`src/ptd_pkg.sv`:
```
// ----------------------------------------------------------------------------
// ptd_pkg
// Types and codes shared by the periodic task dispatcher modules.
// ----------------------------------------------------------------------------
`default_nettype none
package ptd_pkg;

  localparam logic [1:0] REQ_TICK  = 2'd0;
  localparam logic [1:0] REQ_ADD   = 2'd1;
  localparam logic [1:0] REQ_DEL   = 2'd2;
  localparam logic [1:0] REQ_SCHED = 2'd3;

  localparam logic [2:0] ST_OK       = 3'd0;
  localparam logic [2:0] ST_RANGE    = 3'd1;
  localparam logic [2:0] ST_EXISTS   = 3'd2;
  localparam logic [2:0] ST_ABSENT   = 3'd3;
  localparam logic [2:0] ST_MISMATCH = 3'd4;

  localparam logic [1:0] TM_ONTIME = 2'd0;
  localparam logic [1:0] TM_LATE   = 2'd1;
  localparam logic [1:0] TM_MISSED = 2'd2;

  typedef struct packed {
    logic [1:0]  req_type;
    logic [7:0]  task_id;
    logic [15:0] task_tag;
    logic [15:0] period;
    logic [15:0] first_start;
  } req_t;

  typedef struct packed {
    logic [2:0]  status;
    logic        dispatch_valid;
    logic [5:0]  dispatch_id;
    logic [15:0] dispatch_tag;
    logic [1:0]  timing;
    logic [31:0] tick_now;
  } rsp_t;

  // controller -> datapath
  typedef struct packed {
    logic load;     // capture request
    logic simple;   // execute tick/add/delete
    logic scan;     // scan the slot under the cursor
    logic fin_rd;   // read the dispatch slot
    logic fin;      // finish dispatch and build result
  } ctl_t;

  // datapath -> controller
  typedef struct packed {
    logic scan_last;
  } sts_t;

endpackage
`default_nettype wire

```
`src/ptd_ctrl.sv`:
```
// ----------------------------------------------------------------------------
// ptd_ctrl
// Request sequencer: simple requests in one step, schedule passes by scan.
// ----------------------------------------------------------------------------
`default_nettype none
module ptd_ctrl (
  input  wire logic          clk,
  input  wire logic          rst_n,
  input  wire logic          in_valid,
  input  wire logic [1:0]    req_type,
  output logic               in_stall,
  input  wire logic          out_stall,
  output logic               out_valid,
  output ptd_pkg::ctl_t      ctl,
  input  wire ptd_pkg::sts_t sts
);
  import ptd_pkg::*;

  localparam logic [2:0] S_IDLE = 3'd0;
  localparam logic [2:0] S_EXEC = 3'd1;
  localparam logic [2:0] S_SCAN = 3'd2;
  localparam logic [2:0] S_FRD  = 3'd3;
  localparam logic [2:0] S_FIN  = 3'd4;
  localparam logic [2:0] S_OUT  = 3'd5;

  logic [2:0] state_r, state_nxt;
  logic       sched_r, sched_nxt;
  logic       acc;

  assign in_stall = (state_r != S_IDLE);
  assign acc      = in_valid && !in_stall;
  assign out_valid = (state_r == S_OUT);

  always_comb begin
    state_nxt = state_r;
    sched_nxt = sched_r;
    ctl = '0;
    case (state_r)
      S_IDLE: begin
        if (acc) begin
          ctl.load  = 1'b1;
          sched_nxt = (req_type == REQ_SCHED);
          state_nxt = (req_type == REQ_SCHED) ? S_SCAN : S_EXEC;
        end
      end
      S_EXEC: begin
        ctl.simple = 1'b1;
        state_nxt  = S_OUT;
      end
      S_SCAN: begin
        ctl.scan = 1'b1;
        if (sts.scan_last) state_nxt = S_FRD;
      end
      S_FRD: begin
        ctl.fin_rd = 1'b1;
        state_nxt  = S_FIN;
      end
      S_FIN: begin
        ctl.fin   = 1'b1;
        state_nxt = S_OUT;
      end
      S_OUT: begin
        if (!out_stall) state_nxt = S_IDLE;
      end
      default: state_nxt = S_IDLE;
    endcase
  end

  always_ff @(posedge clk) begin
    if (!rst_n) begin
      state_r <= S_IDLE;
      sched_r <= 1'b0;
    end else begin
      state_r <= state_nxt;
      sched_r <= sched_nxt;
    end
  end

  a_out_after_work: assert property (@(posedge clk) disable iff (!rst_n)
    $rose(out_valid) |-> ($past(state_r) == S_EXEC || $past(state_r) == S_FIN))
    else $error("result without work");
  a_fin_sched: assert property (@(posedge clk) disable iff (!rst_n)
    (state_r == S_FIN) |-> sched_r)
    else $error("dispatch outside schedule pass");
  a_no_accept_busy: assert property (@(posedge clk) disable iff (!rst_n)
    (state_r == S_SCAN) |=> !$past(acc))
    else $error("accept while scanning");
endmodule
`default_nettype wire

```
`config.mk`:
```
export PLATFORM = sky130hd
export DESIGN_NAME = ptd_ctrl
export DESIGN_NICKNAME = d
export VERILOG_FILES = /design/src/ptd_pkg.sv /design/src/ptd_ctrl.sv
export SDC_FILE = /design/constraint.sdc
export NUM_CORES = 1
export LEC_CHECK = 0
export BUFFER_PORTS_ARGS = -buffer_cell sky130_fd_sc_hd__buf_4
export CORE_AREA = 2 2 39 41
export DETAILED_ROUTE_END_ITERATION = 6
export DIE_AREA = 0 0 41 43
export GPL_TIMING_DRIVEN = 0
export PLACE_DENSITY = 0.38
export REMOVE_ABC_BUFFERS = 1
export SLEW_MARGIN = 25
export SYNTH_ARGS = -nofsm -noshare
export SYNTH_HDL_FRONTEND = slang
export SYNTH_SLANG_ARGS = --single-unit
```
`constraint.sdc`:
```
create_clock -name clk -period 1 [get_ports clk]
set_input_delay 0.1 -clock clk [delete_from_list [all_inputs] [get_ports clk]]
set_output_delay 0.1 -clock clk [all_outputs]
set_load 0.01 [all_outputs]
```
Word level (Yosys, flattened, before mapping)
Index checks and enable logic that the tools add are counted.
{"block": "word_totals", "register_bits": 3, "wordCells": 27, "input_bits": 7}
{"block": "classes", "reduce_logical": 6, "n_mux": 11, "n_eq_ne": 9}
{"op": "3-bit case mux with 5 select lines", "count": 1}
{"op": "3-bit 2-to-1 mux", "count": 3}
{"op": "3-bit by 2-bit equality test with 1-bit output, second input constant", "count": 2}
{"op": "3-bit equality test, second input constant", "count": 2}
{"op": "1-bit 2-to-1 mux", "count": 6}
{"op": "2-bit inequality test, second input constant", "count": 3}
{"op": "3-bit by 1-bit equality test with 1-bit output, second input constant", "count": 1}
{"op": "3-bit logical NOT", "count": 1}
{"op": "3-bit AND reduction", "count": 1}
{"op": "3-bit nonzero test", "count": 1}
{"op": "2-bit equality test, second input constant", "count": 1}
{"op": "2-bit 2-to-1 mux", "count": 1}
{"op": "2-bit OR reduction", "count": 1}
{"op": "1-bit logical AND", "count": 1}
{"op": "1-bit logical NOT", "count": 1}

Longest topological paths before layout
{"block": "logic_depth", "depth_word": 5, "depth_mapped": 4}

Worst setup path after synthesis
No wires, ideal clock.
{"block": "synth_timing", "kind": "reg2out", "start": "register state_r[1]", "end": "output ctl[4] (netlist bit)", "required_time_ps": 900, "path_stages_with_launch": 4, "path_slack_ps": -28, "t_arrival_ps": 928, "cell_sequence": "dfxtp_1 buf_6 or3_4 nor2_2"}
{"element": "start: declaration", "line_no": "ptd_ctrl.sv:26", "text": "logic [2:0] state_r, state_nxt;"}
{"element": "start signal: assignment", "line_no": "ptd_ctrl.sv:74", "text": "state_r <= state_nxt;"}
{"element": "end: declaration", "line_no": "ptd_ctrl.sv:14", "text": "output ptd_pkg::ctl_t ctl,"}

==> impl_metrics.csv <==
group,metric,value,unit
route,drtPass1Iterations,1,
floorplanning,die_w,41,um
floorplanning,io_pins,14,
cells_and_area,largest_reg_flops,3,
cells_and_area,largestRegisters,"state_r: 3 flops",
timing,period_share,127.1,%
clocking,clk_latency,0.23,ns
cells_and_area,regArea,71.32,sq um
worst_setup_path,cp-start-kind,"register",
worst_setup_path,required,0.90,ns
synthesis,syn_inst,28,
synthesis,synth-compound-area-share,16.29,%
power,comb_power_share,43.2,%
timing,rsz0062_at_grt,"true",
worst_setup_path,arrival,1.17,ns
timing,final_max_slew_viol_count,0,
placement,place_congestion,0.7016,
power,p_seq_share,25.0,%
clocking,numCtsBuffers,3,
cells_and_area,final.fill_count,160,
floorplanning,start_util,16.09,%
global_route,grt.overflow.total,0,
clocking,root_buffer,"clkbuf_4",
cells_and_area,area_growth,112.9,%
floorplanning,coreArea,1384,sq um
synthesis,synthFlopType,"dfxtp_1",
placement,io_buffers,13,
synthesis,ys_ff_latch,3,
synthesis,ys_top_cells_by_count,"4 x nor3b_1, 3 x dfxtp_1",
route,drc,0,
synthesis,synth-simple-area-share,43.26,%
synthesis,synth_mux_area_share,0,%
synthesis,synth_cell_type_count,17,
power,p_switching,0.1824,mW
global_route,grtUsageTotal,8.927,%
timing,setup_viol,8,
global_route,grt_antenna_before_repair,0,
synthesis,synth_top_area_share,26.97,%
synthesis,yosysWarnings,0,
hold_path,hold_path.class,"in2reg",
job,drv_cap,0,
clocking,cts-hold-fix-buffers,0,
timing,fin_crit,1.271,ns
cells_and_area,multi_input_area,147.6,sq um
route,ant_nets,0,
power,power_leakage,0.2280,nW
synthesis,synth.area.top_cells,"dfxtp_1 27%, nor3b_1 13%, buf_6 10%",
synthesis,synth-edff-count,0,
cells_and_area,finish.utilization,34.27,%
run_status,violations,"negative setup slack",
timing,tightest_slew,0.1637,ns
power,internal-power,0.4695,mW
cells_and_area,antenna_cells,0,
floorplanning,die_height,43,um
global_route,grt_max_degree,11,
synthesis,syn_area,222.7,sq um
worst_setup_path,r2r_setup_slack,-0.13,ns
timing,whs,0.1043,ns
clocking,tritoncts,"done",
worst_setup_path,worstSetupStartpoint,"state_r[2]$_SDFFE_PN0P_",
worst_setup_path,reg2reg_from,"state_r[2]$_SDFFE_PN0P_",
route,avgViaCountPerCell,4.159,
timing,fin_skew,0.002349,ns
timing,relSlewSlack,89.03,%
hold_path,holdCritStartpoint,"out_stall",
power,peakVddDrop,0.0004496,V
route,avgRoutedWirePerCell,9.522,um
route,drtIter0Drc,0,
timing,fmax,786.7,MHz
power,swShare,27.98,%
floorplanning,rows,14,
synthesis,synth.most_common_cell,"nor3b_1",
synthesis,yosysTopAreaCell,"dfxtp_1",
synthesis,synth_xor_xnor_area_share,0,%
route,wl,657,um
worst_setup_path,crit_fanout,5,
cells_and_area,finalNetCount,61,
run_status,status,"complete, but fails checks",
placement,dp_hpwl,420.7,um
timing,layout_setup_ws,-0.2711,ns
synthesis,synth_top_family_by_area,"simple AND/OR/NAND/NOR gates",
power,total_power,0.6520,mW
global_route,grt_pass1_wl,1097,um
clocking,clock-sinks,3,
synthesis,yosysSeqAreaShare,26.97,%
synthesis,async_flop_share,0,%
clocking,cts_buffer_depth,2,
timing,finalHoldViolations,0,
cells_and_area,top_register,"state_r",
floorplanning,dieArea,1763,sq um
placement,post_dp_cell_area,317.8,sq um
route,vias,287,
cells_and_area,layout-drive-gt1-share,66.04,%
worst_setup_path,cp-end-kind,"output pin",
power,power.density,1375,nW/um^2
cells_and_area,final_area,474.2,sq um
worst_setup_path,critPathKind,"reg2out",
clocking,htree_levels,1,
synthesis,avgSynthCellArea,7.954,sq um
global_route,grt_pass1_vias,269,
power,clock_power_share,31.7,%
synthesis,synthAdderAreaFrac,0,%
clocking,clk_pin_slew_worst_paths,0.04,ns
-- what timing repair did --
item / in CTS / in global routing
endpoints found under the hold margin: 0 / 0
pin swaps: 2 / 5
gates resized for setup: 10 / 8
buffers inserted: 5 / 5
setup endpoints to repair: 8 / 9
-- worst max-delay path, cell delays in order (launching register included) --
cell     delay, ns
dfxtp_4       0.35
or3_4         0.39
nor2_2        0.08
buf_4         0.12
-- through the flow --
stage	setup TNS, ns	cells	setup slack [ns]
global route	-1.838	69	-0.3161
floorplan	0	26	0.01165
global placement	-0.1811	55	-0.07855
detailed placement	-0.1773	55	-0.08522
finish	-1.430	69	-0.2711
CTS	-1.294	64	-0.2860
-- final cells by class --
cell class                 instances  share of cell area [%]
timing repair buffer              23                   41.95
multi-input combinational         21                   31.13
sequential                         3                   15.04
clock buffer                       4                   5.541
tap                               16                   4.222
inverter                           2                   2.111
-- worst paths after layout --
kind,endpoint,cells after the start
setup / recovery,ctl[4],3
hold / removal,state_r[0]$_SDFFE_PN0P_,3
setup reg to reg,state_r[0]$_SDFFE_PN0P_,6
hold reg to reg,state_r[2]$_SDFFE_PN0P_,2
-- power groups by stage --
stage	Combinational, mW	Clock (mW)	Sequential, mW
after floorplan	0.0996	0	0.159
after global placement	0.181	0	0.171
after detailed placement	0.179	0	0.168
after CTS	0.248	0.218	0.163
after global routing	0.308	0.240	0.167
final	0.282	0.207	0.163
-- placed cells by master (no fill, tap or decap) --
cell / instances
nor2_1: 1
nor2b_1: 1
inv_4: 1
inv_1: 1
a211o_1: 1
nor2_2: 1
and3_1: 1
clkbuf_1: 1
or3_4: 1
nand2_1: 2
clkbuf_4: 3
dfxtp_4: 3
o21ai_0: 2
buf_6: 7
buf_4: 16
o21ai_1: 1
and3b_1: 1
nor3b_1: 1
a31oi_1: 2
nor3b_2: 3
nand3_1: 2
or2_1: 1
-- layer usage --
layer  routed length (um)  track usage [%]  vias to the layer above
met4                    0            2.000                        0
li1                     -                -                      147
met1                  278            10.90                      128
met2                  311            12.81                       12
met5                    0                0                        -
met3                   67            5.759                        0
-- kinds of logic (layout without fill, tap and decap cells) --
kind of cell	after synthesis	in the layout
buf+inv	4	29
simple gates	15	15
flops	3	3
compound gates	6	6
(Power assumes the default switching activity.)
